==> config.mk <==
export PLATFORM = sky130hd
export DESIGN_NAME = canonical_huffman_bit_decoder_flat
export DESIGN_NICKNAME = d
export VERILOG_FILES = /design/src/chbd_pkg.sv /design/src/chbd_ifs.sv /design/src/chbd_ram.sv /design/src/canonical_huffman_bit_decoder.sv /design/src/flat_wrapper.sv
export VERILOG_INCLUDE_DIRS = /design/src /design/src/src
export SDC_FILE = /design/constraint.sdc
export NUM_CORES = 2
export LEC_CHECK = 0
export CAP_MARGIN = 25
export CORE_UTILIZATION = 45
export CTS_BUF_LIST = sky130_fd_sc_hd__clkbuf_16
export CTS_CLUSTER_SIZE = 10
export DETAILED_ROUTE_END_ITERATION = 8
export DONT_BUFFER_PORTS = 1
export HOLD_SLACK_MARGIN = 0.1
export PLACE_DENSITY = 0.63
export SYNTH_ARGS = -nofsm -noshare
export SYNTH_HDL_FRONTEND = slang
export SYNTH_SLANG_ARGS = --single-unit
==> constraint.sdc <==
create_clock -name clock -period 9.8 [get_ports clock]
set_clock_uncertainty 0.15 [all_clocks]
set_input_delay 0.98 -clock clock [delete_from_list [all_inputs] [get_ports clock]]
set_output_delay 0.98 -clock clock [all_outputs]
set_load 0.05 [all_outputs]
==> src/canonical_huffman_bit_decoder_defines.svh <==
// assertion macros for the canonical huffman bit decoder
`ifndef CANONICAL_HUFFMAN_BIT_DECODER_DEFINES_SVH
`define CANONICAL_HUFFMAN_BIT_DECODER_DEFINES_SVH

// condition holds at every edge outside reset
`define CHBD_ASSERT_HOLD(label, clk, rst, cond, msg) \
   label: assert property (@(posedge clk) disable iff (rst) (cond)) else $error(msg);

// consequent holds in the same cycle as the antecedent
`define CHBD_ASSERT_IMP(label, clk, rst, ante, cons, msg) \
   label: assert property (@(posedge clk) disable iff (rst) (ante) |-> (cons)) else $error(msg);

// consequent holds in the cycle after the antecedent
`define CHBD_ASSERT_NEXT(label, clk, rst, ante, cons, msg) \
   label: assert property (@(posedge clk) disable iff (rst) (ante) |=> (cons)) else $error(msg);

`endif

==> src/chbd_pkg.sv <==
package chbd_pkg;

   // fixed field widths
   localparam int ACTION_W      = 3;
   localparam int LIDX_W        = 4;
   localparam int COUNT_W       = 8;
   localparam int SYM_W         = 8;
   localparam int ERR_W         = 3;
   localparam int CODE_W        = 16;
   localparam int FIRST_INDEX_W = 9;

   // default sizes
   localparam int DEF_MAX_CODE_LENGTH = 16;
   localparam int DEF_MAX_SYMBOLS     = 256;

   // request actions
   typedef enum logic [ACTION_W-1:0] {
      ACT_CLEAR  = 3'd0,
      ACT_SET    = 3'd1,
      ACT_APPEND = 3'd2,
      ACT_BUILD  = 3'd3,
      ACT_DECODE = 3'd4
   } action_type;

   // error codes
   typedef enum logic [ERR_W-1:0] {
      ERR_NONE      = 3'd0,
      ERR_NOT_BUILT = 3'd1,
      ERR_BAD_PATH  = 3'd2,
      ERR_TOO_FEW   = 3'd3,
      ERR_UNUSED    = 3'd4,
      ERR_OVERFULL  = 3'd5
   } err_type;

endpackage

==> src/chbd_ifs.sv <==
// request channel
interface chbd_req_if;
   import chbd_pkg::*;

   logic                valid;
   logic                ready;
   logic [ACTION_W-1:0] action;
   logic [LIDX_W-1:0]   length_index;
   logic [COUNT_W-1:0]  length_count;
   logic [SYM_W-1:0]    symbol_in;
   logic                code_bit;

   modport source (
      output valid, action, length_index, length_count, symbol_in, code_bit,
      input  ready
   );
   modport sink (
      input  valid, action, length_index, length_count, symbol_in, code_bit,
      output ready
   );
endinterface

// response channel
interface chbd_rsp_if;
   import chbd_pkg::*;

   logic             valid;
   logic             ready;
   logic [SYM_W-1:0] symbol_out;
   logic             symbol_valid;
   logic [ERR_W-1:0] error_code;

   modport source (
      output valid, symbol_out, symbol_valid, error_code,
      input  ready
   );
   modport sink (
      input  valid, symbol_out, symbol_valid, error_code,
      output ready
   );
endinterface

==> src/chbd_ram.sv <==
module chbd_ram #(
   parameter int WIDTH = 8,
   parameter int DEPTH = 256
) (
   input  logic                     clock,
   input  logic                     wr_en,
   input  logic [$clog2(DEPTH)-1:0] wr_addr,
   input  logic [WIDTH-1:0]         wr_data,
   input  logic                     rd_en,
   input  logic [$clog2(DEPTH)-1:0] rd_addr,
   output logic [WIDTH-1:0]         rd_data
);

   logic [WIDTH-1:0] mem_ff [DEPTH];
   logic [WIDTH-1:0] rd_data_ff;

   // single write port, registered read that holds when not enabled
   always_ff @(posedge clock) begin
      if (wr_en) begin
         mem_ff[wr_addr] <= wr_data;
      end
      if (rd_en) begin
         rd_data_ff <= mem_ff[rd_addr];
      end
   end

   assign rd_data = rd_data_ff;

endmodule

==> src/canonical_huffman_bit_decoder.sv <==
// channel   | dir | handshake          | payload
// req_chan  | in  | valid / ready      | action, length_index, length_count, symbol_in, code_bit
// rsp_chan  | out | valid / ready      | symbol_out, symbol_valid, error_code
//
// clear, set, append, decode and unused actions each give a response, which passes the
// read stage (symbol memory read) and then the output register.
// build walks the table one code length per cycle, then a done state checks the totals
// and loads the result into the read stage; no request is taken meanwhile.
// reset is synchronous; the symbol memory needs no clearing pass.
// a stalled response holds the read stage, and requests stop once both are full.
`include "canonical_huffman_bit_decoder_defines.svh"

module canonical_huffman_bit_decoder #(
   parameter int MAX_CODE_LENGTH = chbd_pkg::DEF_MAX_CODE_LENGTH,
   parameter int MAX_SYMBOLS     = chbd_pkg::DEF_MAX_SYMBOLS
) (
   input logic        clock,
   input logic        reset,
   chbd_req_if.sink   req_chan,
   chbd_rsp_if.source rsp_chan
);
   import chbd_pkg::*;

   localparam int KW   = $clog2(MAX_CODE_LENGTH);
   localparam int PLW  = $clog2(MAX_CODE_LENGTH + 1);
   localparam int AW   = $clog2(MAX_SYMBOLS);
   localparam int SLW  = $clog2(MAX_SYMBOLS + 1);
   localparam int SUMW = $clog2(MAX_CODE_LENGTH * ((1 << COUNT_W) - 1) + 1);
   localparam int CMPW = (SUMW > SLW) ? SUMW : SLW;
   localparam int CW   = CODE_W + 1;
   localparam int IDXW = FIRST_INDEX_W + 1;

   localparam logic [PLW-1:0]  MAX_LEN_P   = PLW'(MAX_CODE_LENGTH);
   localparam logic [KW-1:0]   LAST_K      = KW'(MAX_CODE_LENGTH - 1);
   localparam logic [SLW-1:0]  MAX_SYM_L   = SLW'(MAX_SYMBOLS);
   localparam logic [IDXW-1:0] MAX_SYM_IDX = IDXW'(MAX_SYMBOLS);

   typedef enum logic [1:0] {
      ST_IDLE,
      ST_BUILD,
      ST_DONE
   } state_type;

   typedef struct packed {
      logic    valid;
      logic    hit;
      logic    from_ram;
      err_type err;
   } stage_type;

   // table and decoder state
   state_type                  state_ff, state_in;
   logic [COUNT_W-1:0]         counts_ff [MAX_CODE_LENGTH];
   logic [COUNT_W-1:0]         counts_in [MAX_CODE_LENGTH];
   logic [CODE_W-1:0]          first_code_ff [MAX_CODE_LENGTH];
   logic [CODE_W-1:0]          first_code_in [MAX_CODE_LENGTH];
   logic [FIRST_INDEX_W-1:0]   first_index_ff [MAX_CODE_LENGTH];
   logic [FIRST_INDEX_W-1:0]   first_index_in [MAX_CODE_LENGTH];
   logic [SLW-1:0]             loaded_ff, loaded_in;
   logic [CODE_W-1:0]          last_code_ff, last_code_in;
   logic [PLW-1:0]             longest_ff, longest_in;
   logic                       built_ff, built_in;
   logic [CODE_W-1:0]          pcode_ff, pcode_in;
   logic [PLW-1:0]             plen_ff, plen_in;

   // build walk
   logic [KW-1:0]              bld_idx_ff, bld_idx_in;
   logic [CW-1:0]              bld_code_ff, bld_code_in;
   logic [SUMW-1:0]            bld_placed_ff, bld_placed_in;
   logic [SUMW-1:0]            bld_total_ff, bld_total_in;
   logic [PLW-1:0]             bld_longest_ff, bld_longest_in;
   logic [CODE_W-1:0]          bld_last_ff, bld_last_in;

   // read stage and output register
   stage_type                  s1_ff, s1_in;
   logic                       out_valid_ff, out_valid_in;
   logic [SYM_W-1:0]           out_symbol_ff, out_symbol_in;
   logic                       out_hit_ff, out_hit_in;
   err_type                    out_err_ff, out_err_in;

   // handshake
   action_type act;
   logic       s1_adv;
   logic       req_fire;
   logic       bld_load;

   // decode datapath
   logic [KW-1:0]        dk;
   logic [CODE_W-1:0]    npc;
   logic [CODE_W-1:0]    dfc;
   logic [COUNT_W-1:0]   dcnt;
   logic [CW-1:0]        ddiff;
   logic                 dhit;
   logic [IDXW-1:0]      didx;
   logic                 din_range;
   logic                 ddead;
   logic [PLW-1:0]       dshift;

   // build datapath
   logic [PLW-1:0]       blen;
   logic [CW-1:0]        bavail;
   logic [COUNT_W-1:0]   bwant;
   logic [COUNT_W-1:0]   btake;
   logic [CMPW-1:0]      bplaced_x;
   logic [CMPW-1:0]      btotal_x;
   logic [CMPW-1:0]      bloaded_x;
   err_type              bld_err;

   // symbol memory ports
   logic                 ram_we;
   logic [AW-1:0]        ram_waddr;
   logic                 ram_re;
   logic [AW-1:0]        ram_raddr;
   logic [SYM_W-1:0]     ram_rdata;

   // handshake
   assign act      = action_type'(req_chan.action);
   assign s1_adv   = !out_valid_ff || rsp_chan.ready;
   assign req_chan.ready = (state_ff == ST_IDLE) && (!s1_ff.valid || s1_adv);
   assign req_fire = req_chan.valid && req_chan.ready;
   assign bld_load = (state_ff == ST_DONE) && (!s1_ff.valid || s1_adv);

   // code length lookup for the next bit
   assign dk    = (plen_ff < MAX_LEN_P) ? plen_ff[KW-1:0] : '0;
   assign npc   = {pcode_ff[CODE_W-2:0], req_chan.code_bit};
   assign dfc   = first_code_ff[dk];
   assign dcnt  = counts_ff[dk];
   assign ddiff = {1'b0, npc} - {1'b0, dfc};
   assign dhit  = (dcnt != '0) && (npc >= dfc) && (ddiff < CW'(dcnt));
   assign didx  = IDXW'(first_index_ff[dk]) + IDXW'(ddiff[COUNT_W-1:0]);
   assign din_range = didx < MAX_SYM_IDX;

   // dead prefix: nothing longer can still match
   assign dshift = longest_ff - plen_ff;
   assign ddead  = (plen_ff >= longest_ff) || (pcode_ff > (last_code_ff >> dshift));

   // one canonical length per build cycle
   assign blen   = PLW'(bld_idx_ff) + PLW'(1);
   assign bavail = (CW'(1) << blen) - bld_code_ff;
   assign bwant  = counts_ff[bld_idx_ff];
   assign btake  = (CW'(bwant) < bavail) ? bwant : bavail[COUNT_W-1:0];

   // final build checks
   assign bplaced_x = CMPW'(bld_placed_ff);
   assign btotal_x  = CMPW'(bld_total_ff);
   assign bloaded_x = CMPW'(loaded_ff);
   always_comb begin
      if (bplaced_x > bloaded_x) begin
         bld_err = ERR_TOO_FEW;
      end else if (bplaced_x != bloaded_x) begin
         bld_err = ERR_UNUSED;
      end else if (bplaced_x != btotal_x) begin
         bld_err = ERR_OVERFULL;
      end else begin
         bld_err = ERR_NONE;
      end
   end

   // symbol memory access; reads and writes never come from the same request
   assign ram_we    = req_fire && (act == ACT_APPEND) && (loaded_ff < MAX_SYM_L);
   assign ram_waddr = loaded_ff[AW-1:0];
   assign ram_re    = req_fire && (act == ACT_DECODE) && built_ff &&
                      !((plen_ff != '0) && ddead) && dhit && din_range;
   assign ram_raddr = didx[AW-1:0];

   chbd_ram #(
      .WIDTH (SYM_W),
      .DEPTH (MAX_SYMBOLS)
   ) u_symbol_ram (
      .clock   (clock),
      .wr_en   (ram_we),
      .wr_addr (ram_waddr),
      .wr_data (req_chan.symbol_in),
      .rd_en   (ram_re),
      .rd_addr (ram_raddr),
      .rd_data (ram_rdata)
   );

   // next state
   always_comb begin
      state_in       = state_ff;
      counts_in      = counts_ff;
      first_code_in  = first_code_ff;
      first_index_in = first_index_ff;
      loaded_in      = loaded_ff;
      last_code_in   = last_code_ff;
      longest_in     = longest_ff;
      built_in       = built_ff;
      pcode_in       = pcode_ff;
      plen_in        = plen_ff;
      bld_idx_in     = bld_idx_ff;
      bld_code_in    = bld_code_ff;
      bld_placed_in  = bld_placed_ff;
      bld_total_in   = bld_total_ff;
      bld_longest_in = bld_longest_ff;
      bld_last_in    = bld_last_ff;
      s1_in          = s1_ff;
      out_valid_in   = out_valid_ff;
      out_symbol_in  = out_symbol_ff;
      out_hit_in     = out_hit_ff;
      out_err_in     = out_err_ff;

      // output register drains or takes the read stage
      if (s1_ff.valid && s1_adv) begin
         out_valid_in  = 1'b1;
         out_symbol_in = s1_ff.from_ram ? ram_rdata : '0;
         out_hit_in    = s1_ff.hit;
         out_err_in    = s1_ff.err;
      end else if (rsp_chan.ready) begin
         out_valid_in = 1'b0;
      end
      if (s1_adv) begin
         s1_in.valid = 1'b0;
      end

      // accepted request
      if (req_fire) begin
         s1_in = '{valid: 1'b1, hit: 1'b0, from_ram: 1'b0, err: ERR_NONE};
         case (act)
            ACT_CLEAR: begin
               for (int i = 0; i < MAX_CODE_LENGTH; i++) begin
                  counts_in[i] = '0;
               end
               loaded_in = '0;
               built_in  = 1'b0;
               pcode_in  = '0;
               plen_in   = '0;
            end
            ACT_SET: begin
               if (PLW'(req_chan.length_index) < MAX_LEN_P) begin
                  counts_in[KW'(req_chan.length_index)] = req_chan.length_count;
               end
               built_in = 1'b0;
               pcode_in = '0;
               plen_in  = '0;
            end
            ACT_APPEND: begin
               if (loaded_ff < MAX_SYM_L) begin
                  loaded_in = loaded_ff + SLW'(1);
               end
               built_in = 1'b0;
               pcode_in = '0;
               plen_in  = '0;
            end
            ACT_BUILD: begin
               s1_in.valid    = 1'b0;
               state_in       = ST_BUILD;
               built_in       = 1'b0;
               pcode_in       = '0;
               plen_in        = '0;
               bld_idx_in     = '0;
               bld_code_in    = '0;
               bld_placed_in  = '0;
               bld_total_in   = '0;
               bld_longest_in = '0;
               bld_last_in    = '0;
            end
            ACT_DECODE: begin
               if (!built_ff) begin
                  s1_in.err = ERR_NOT_BUILT;
                  pcode_in  = '0;
                  plen_in   = '0;
               end else if ((plen_ff != '0) && ddead) begin
                  s1_in.err = ERR_BAD_PATH;
                  pcode_in  = '0;
                  plen_in   = '0;
               end else if (dhit) begin
                  s1_in.hit      = 1'b1;
                  s1_in.from_ram = din_range;
                  pcode_in       = '0;
                  plen_in        = '0;
               end else begin
                  pcode_in = npc;
                  plen_in  = plen_ff + PLW'(1);
               end
            end
            default: begin
            end
         endcase
      end

      // build sequencer
      case (state_ff)
         ST_BUILD: begin
            first_code_in[bld_idx_ff]  = bld_code_ff[CODE_W-1:0];
            first_index_in[bld_idx_ff] = FIRST_INDEX_W'(bld_placed_ff);
            if (bwant != '0) begin
               bld_longest_in = blen;
               bld_last_in    = bld_code_ff[CODE_W-1:0] + CODE_W'(bwant) - CODE_W'(1);
            end
            bld_total_in  = bld_total_ff + SUMW'(bwant);
            bld_placed_in = bld_placed_ff + SUMW'(btake);
            bld_code_in   = (bld_code_ff + CW'(btake)) << 1;
            if (bld_idx_ff == LAST_K) begin
               state_in = ST_DONE;
            end else begin
               bld_idx_in = bld_idx_ff + KW'(1);
            end
         end
         ST_DONE: begin
            if (bld_load) begin
               s1_in = '{valid: 1'b1, hit: 1'b0, from_ram: 1'b0, err: bld_err};
               state_in = ST_IDLE;
               if (bld_err == ERR_NONE) begin
                  built_in     = 1'b1;
                  longest_in   = bld_longest_ff;
                  last_code_in = bld_last_ff;
               end
            end
         end
         default: begin
         end
      endcase
   end

   // all registers
   always_ff @(posedge clock) begin
      if (reset) begin
         state_ff     <= ST_IDLE;
         for (int i = 0; i < MAX_CODE_LENGTH; i++) begin
            counts_ff[i]      <= '0;
            first_code_ff[i]  <= '0;
            first_index_ff[i] <= '0;
         end
         loaded_ff    <= '0;
         last_code_ff <= '0;
         longest_ff   <= '0;
         built_ff     <= 1'b0;
         pcode_ff     <= '0;
         plen_ff      <= '0;
         s1_ff        <= '{valid: 1'b0, hit: 1'b0, from_ram: 1'b0, err: ERR_NONE};
         out_valid_ff <= 1'b0;
      end else begin
         state_ff       <= state_in;
         counts_ff      <= counts_in;
         first_code_ff  <= first_code_in;
         first_index_ff <= first_index_in;
         loaded_ff      <= loaded_in;
         last_code_ff   <= last_code_in;
         longest_ff     <= longest_in;
         built_ff       <= built_in;
         pcode_ff       <= pcode_in;
         plen_ff        <= plen_in;
         s1_ff          <= s1_in;
         out_valid_ff   <= out_valid_in;
      end
      bld_idx_ff     <= bld_idx_in;
      bld_code_ff    <= bld_code_in;
      bld_placed_ff  <= bld_placed_in;
      bld_total_ff   <= bld_total_in;
      bld_longest_ff <= bld_longest_in;
      bld_last_ff    <= bld_last_in;
      out_symbol_ff  <= out_symbol_in;
      out_hit_ff     <= out_hit_in;
      out_err_ff     <= out_err_in;
   end

   assign rsp_chan.valid        = out_valid_ff;
   assign rsp_chan.symbol_out   = out_symbol_ff;
   assign rsp_chan.symbol_valid = out_hit_ff;
   assign rsp_chan.error_code   = out_err_ff;

   // checks
   `CHBD_ASSERT_IMP(a_stall_no_read, clock, reset, s1_ff.valid && !s1_adv, !ram_re, "symbol read while read stage is held")
   `CHBD_ASSERT_HOLD(a_plen_bound, clock, reset, plen_ff <= MAX_LEN_P, "partial code longer than longest code")
   `CHBD_ASSERT_IMP(a_hit_no_err, clock, reset, rsp_chan.valid, !(rsp_chan.symbol_valid && rsp_chan.error_code != ERR_NONE), "symbol reported together with an error")
   `CHBD_ASSERT_NEXT(a_fail_unbuilt, clock, reset, bld_load && bld_err != ERR_NONE, !built_ff, "failed build left table usable")

endmodule
==> src/flat_wrapper.sv <==
// flat-port wrapper written by rule: the top's interface ports become plain ports
module canonical_huffman_bit_decoder_flat import chbd_pkg::*;
#(
   parameter int MAX_CODE_LENGTH = chbd_pkg::DEF_MAX_CODE_LENGTH,
   parameter int MAX_SYMBOLS     = chbd_pkg::DEF_MAX_SYMBOLS
)
  (clock, reset, req_chan_valid, req_chan_action, req_chan_length_index, req_chan_length_count, req_chan_symbol_in, req_chan_code_bit, req_chan_ready, rsp_chan_valid, rsp_chan_symbol_out, rsp_chan_symbol_valid, rsp_chan_error_code, rsp_chan_ready);
  chbd_req_if req_chan_i ();
  chbd_rsp_if rsp_chan_i ();
  input logic clock;
  input logic reset;
  input wire logic [$bits(req_chan_i.valid)-1:0] req_chan_valid;
  input wire logic [$bits(req_chan_i.action)-1:0] req_chan_action;
  input wire logic [$bits(req_chan_i.length_index)-1:0] req_chan_length_index;
  input wire logic [$bits(req_chan_i.length_count)-1:0] req_chan_length_count;
  input wire logic [$bits(req_chan_i.symbol_in)-1:0] req_chan_symbol_in;
  input wire logic [$bits(req_chan_i.code_bit)-1:0] req_chan_code_bit;
  output wire logic [$bits(req_chan_i.ready)-1:0] req_chan_ready;
  output wire logic [$bits(rsp_chan_i.valid)-1:0] rsp_chan_valid;
  output wire logic [$bits(rsp_chan_i.symbol_out)-1:0] rsp_chan_symbol_out;
  output wire logic [$bits(rsp_chan_i.symbol_valid)-1:0] rsp_chan_symbol_valid;
  output wire logic [$bits(rsp_chan_i.error_code)-1:0] rsp_chan_error_code;
  input wire logic [$bits(rsp_chan_i.ready)-1:0] rsp_chan_ready;
  assign req_chan_i.valid = req_chan_valid;
  assign req_chan_i.action = req_chan_action;
  assign req_chan_i.length_index = req_chan_length_index;
  assign req_chan_i.length_count = req_chan_length_count;
  assign req_chan_i.symbol_in = req_chan_symbol_in;
  assign req_chan_i.code_bit = req_chan_code_bit;
  assign req_chan_ready = req_chan_i.ready;
  assign rsp_chan_valid = rsp_chan_i.valid;
  assign rsp_chan_symbol_out = rsp_chan_i.symbol_out;
  assign rsp_chan_symbol_valid = rsp_chan_i.symbol_valid;
  assign rsp_chan_error_code = rsp_chan_i.error_code;
  assign rsp_chan_i.ready = rsp_chan_ready;
  canonical_huffman_bit_decoder #(.MAX_CODE_LENGTH(MAX_CODE_LENGTH), .MAX_SYMBOLS(MAX_SYMBOLS)) u_core (.clock(clock), .reset(reset), .req_chan(req_chan_i), .rsp_chan(rsp_chan_i));
endmodule
==> summary.md <==
| Metric | Value |
|---|---|
| Vias per inst | `6.17` |
| Drt first-iter violations | `~8.2k` |
| Synth async-reset ratio | `0` |
| Clk sinks | `2706` |
| Max VDD drop | `0.169 mV` |
| Unrepaired setup endpoints after global routing | `false` |
| HP Class | `in2reg` |
| Nets | `7575` |
| # H-tree levels | `5` |
| Worst-Skew Late Latency | `0.95 ns` |
| Critical path fanouts, max | `96` |
| Syn avg cell area | `15.3 um2` |
| Clock transition at path regs | `~0.06 ns` |
| P_leak | `39.7 nW` |
| Postcts setup bufs | `0` |
| Rows | `183` |
| Antenna viol nets, final | `0` |
| Status | `complete, but fails checks` |
| Vias | `66.6k` |
| Crit path top cell by count | `mux4_2` |
| Final TNS setup | `0 ns` |
| FMAX | `0.127 GHz` |
| Net Count, Synth | `7589` |
| Largest area contributor in the netlist | `edfxtp_1` |
| Share of layout cells above drive strength 1 | `0.182` |
| Total grt overflow | `0` |
| # hold bufs at CTS | `44` |
| Synth warnings | `0` |
| CP Class | `reg2reg` |
| Max Buffers Root-to-Sink | `4` |
| Max-slew headroom | `-0.527` |
| Max stage delay cell, worst path | `fa_4` |
| RePlAce Congestion | `0.882` |
| Final WS setup | `1.90 ns` |
| Drt total wl | `312000 um` |
| Pre-antenna DRT Iters | `6` |
| CP peak stage delay | `around 1.2 ns` |
| Post-Synthesis Cells | `7406` |
| Register area share after synthesis | `0.664` |
| Max cap viols | `0` |
| Synth Flop Type | `edfxtp_1` |
| CORE AREA | `249000 um2` |
| Min Tclk post-route | `7.90 ns` |
| Post-DR wirelength/cell | `28.9 um` |
| Startpoint Class | `flip-flop` |
| Port Buffers | `0` |
| CP Cell Sequence | `nor2b_4, buf_4, mux2i_1, a221o_1, a31oi_1, ha_4, inv_1, fa_4, buf_12, mux4_2, mux4_2, mux4_2, mux4_2` |
| Synth Register Bits | `2706` |
| EDFF count, synth | `2108` |
| Die Y-Extent | `about 500 um` |
| Max Transition Viols Final | `about 270` |
| Vias in the first global route | `65.5k` |
| Number of buffers created by CTS | `326` |
| Largest cells by area after synthesis | `edfxtp_1 56%, mux4_2 14%, dfxtp_1 11%` |
| FF+latch area | `75300 um2` |
| Fin cells | `10.8k` |
| Tot GR Track Use | `0.242` |
| WHS | `0.137 ns` |
| Area of the die | `around 250000 um2` |
| Finish-stage setup viols | `0` |
| Initial Util | `0.454` |
| Distinct cells, synth | `79` |
| Mapped Area | `around 110000 um2` |
| IO Count | `between 40 and 50` |
| Post-DP HPWL | `177000 um` |
| Number of antenna violations at the first check in global routing | `6` |
| Largest net degree at the start of global routing | `419` |
| First-pass GRT wire length | `455000 um` |
| Placed cell count | `10.3k` |
| Final Cycle Share | `0.806` |
| DRC | `0` |
| CTS tree | `done` |
| Root Driver | `clkbuf_16` |
| Critical path required time | `10.30 ns` |
| Synth-to-Final Area Change | `11.6%` |
| Least-Margin Pin Slew | `2.29 ns` |
| Power Density | `194 nW/um2` |
| Multi-input logic area | `35800 um2` |
| Dpl ws | `1.99 ns` |
| Top cell type's share of synthesized area | `0.559` |
| Critical Path End Type | `flip-flop` |
| Failing checks | `slew limit` |
| Arr. time, crit path | `8.40 ns` |
| Filler cell count | `about 20k` |
| Die width | `around 500 um` |
| Hold Vio Cnt, Final | `0` |
| Post-CTS sizing | `0` |
| Pwr Total | `between 20 and 25 mW` |
-- per-layer routing --
metal | wire [um] | vias to the layer above | part of all wire | track usage
met4 | 10900 | 10 | 0.035 | 0.0855
met5 | 63 | - | 0.00020 | 0
met1 | 125000 | 34300 | 0.40 | 0.329
met3 | 25500 | 611 | 0.082 | 0.0456
met2 | 150000 | 3234 | 0.48 | 0.390
li1 | - | 28400 | - | -
-- worst paths after layout --
kind	startpoint	endpoint	slack (ns)	depth (start not counted)
min reg2reg	u_core.first_index_ff[118]$_SDFFE_PP0P_	u_core.first_index_ff[118]$_SDFFE_PP0P_	0.30	2
max	u_core.plen_ff[0]$_SDFFE_PP0P_	u_core.u_symbol_ram.rd_data[4]$_DFFE_PP_	1.90	13
max reg2reg	u_core.plen_ff[0]$_SDFFE_PP0P_	u_core.u_symbol_ram.rd_data[4]$_DFFE_PP_	1.90	13
min	req_chan_action[1]	u_core.s1_ff[5]$_SDFF_PP0_	0.14	3
-- logic make-up (layout without fill, tap and decap cells) --
logic type / after synthesis / after routing / synth area share
other: 0 / 8 / 0
muxes: 950 / 950 / 0.165
DFF: 2706 / 2706 / 0.664
AOI/OAI and AO/OA: 1079 / 1079 / 0.0590
and+or+nand+nor: 1813 / 1813 / 0.0664
adders and majority gates: 155 / 155 / 0.0176
xor gates and xnor gates: 76 / 76 / 0.00588
buffers and inverters: 627 / 681 / 0.0217
-- report_power, final --
part,internal (mW),switching (mW)
logic,0.739,1.06
registers,12.4,0.0571
clock network,5.95,4.33
total,19.1,5.44
-- Yosys cell counts, drive strengths merged (15+ instances only) --
| library cell | n |
|---|---|
| nor2 | 539 |
| a22oi | 131 |
| xnor2 | 58 |
| o211ai | 17 |
| o22ai | 15 |
| mux2 | 46 |
| a31oi | 18 |
| a21o | 37 |
| a21oi | 511 |
| edfxtp | 2108 |
| xor2 | 18 |
| mux2i | 176 |
| o21ai | 134 |
| mux4 | 728 |
| a221oi | 44 |
| nand3 | 71 |
| nand2 | 940 |
| dfxtp | 598 |
| ha | 148 |
| nor2b | 35 |
| o21a | 18 |
| nand4 | 37 |
| clkbuf | 418 |
| nor3 | 55 |
| a211oi | 16 |
| a32oi | 17 |
| nand2b | 28 |
| inv | 106 |
| and2 | 33 |
| buf | 102 |
| and3 | 23 |
| o221ai | 43 |
-- worst max-delay path: cells and delay by family, from the launching register on --
| family | cells | cell delay [ns] |
|---|---|---|
| fa+ha+maj | 2 | 1.35 |
| compound gates | 2 | 0.63 |
| mux | 5 | 2.29 |
| simple gates | 1 | 0.97 |
| flops | 1 | 0.85 |
| buf+inv | 3 | 1.12 |
-- per-stage QoR --
step,area [um2],util
after global placement,117000,0.468
after detailed placement,117000,0.469
final,126000,0.507
after floorplan,113000,-
after global routing,126000,0.507
after CTS,126000,0.507
-- flip-flops by register name, indices dropped and copies added (netlist names), 16 cells and up --
signal,cells
u_core.first_index_ff,144
u_core.u_symbol_ram.mem_ff,2048
u_core.last_code_ff,16
u_core.bld_code_ff,16
u_core.bld_last_ff,16
u_core.counts_ff,128
u_core.first_code_ff,240
u_core.pcode_ff,16
-- area by class of cell --
type                            count  share of cell area
Clock inverter                     66             0.00266
Timing Repair Buffer              178              0.0175
Antenna cell                        8            0.000158
Inverter                          107             0.00318
Multi-Input combinational cell   4073               0.283
Sequential cell                  2706               0.595
Clock buffer                      330              0.0653
Tap cell                         3330              0.0329
-- placed cells by master (no fill, tap or decap), drive strengths merged, types with 148 or more instances in the layout --
| cell | instances |
|---|---|
| buf | 160 |
| clkbuf | 331 |
| mux4 | 728 |
| dfxtp | 598 |
| nor2 | 539 |
| edfxtp | 2108 |
| mux2i | 176 |
| a21oi | 511 |
| ha | 148 |
| nand2 | 940 |
| inv | 160 |
Note: power is estimated with default switching activity, not from simulation.
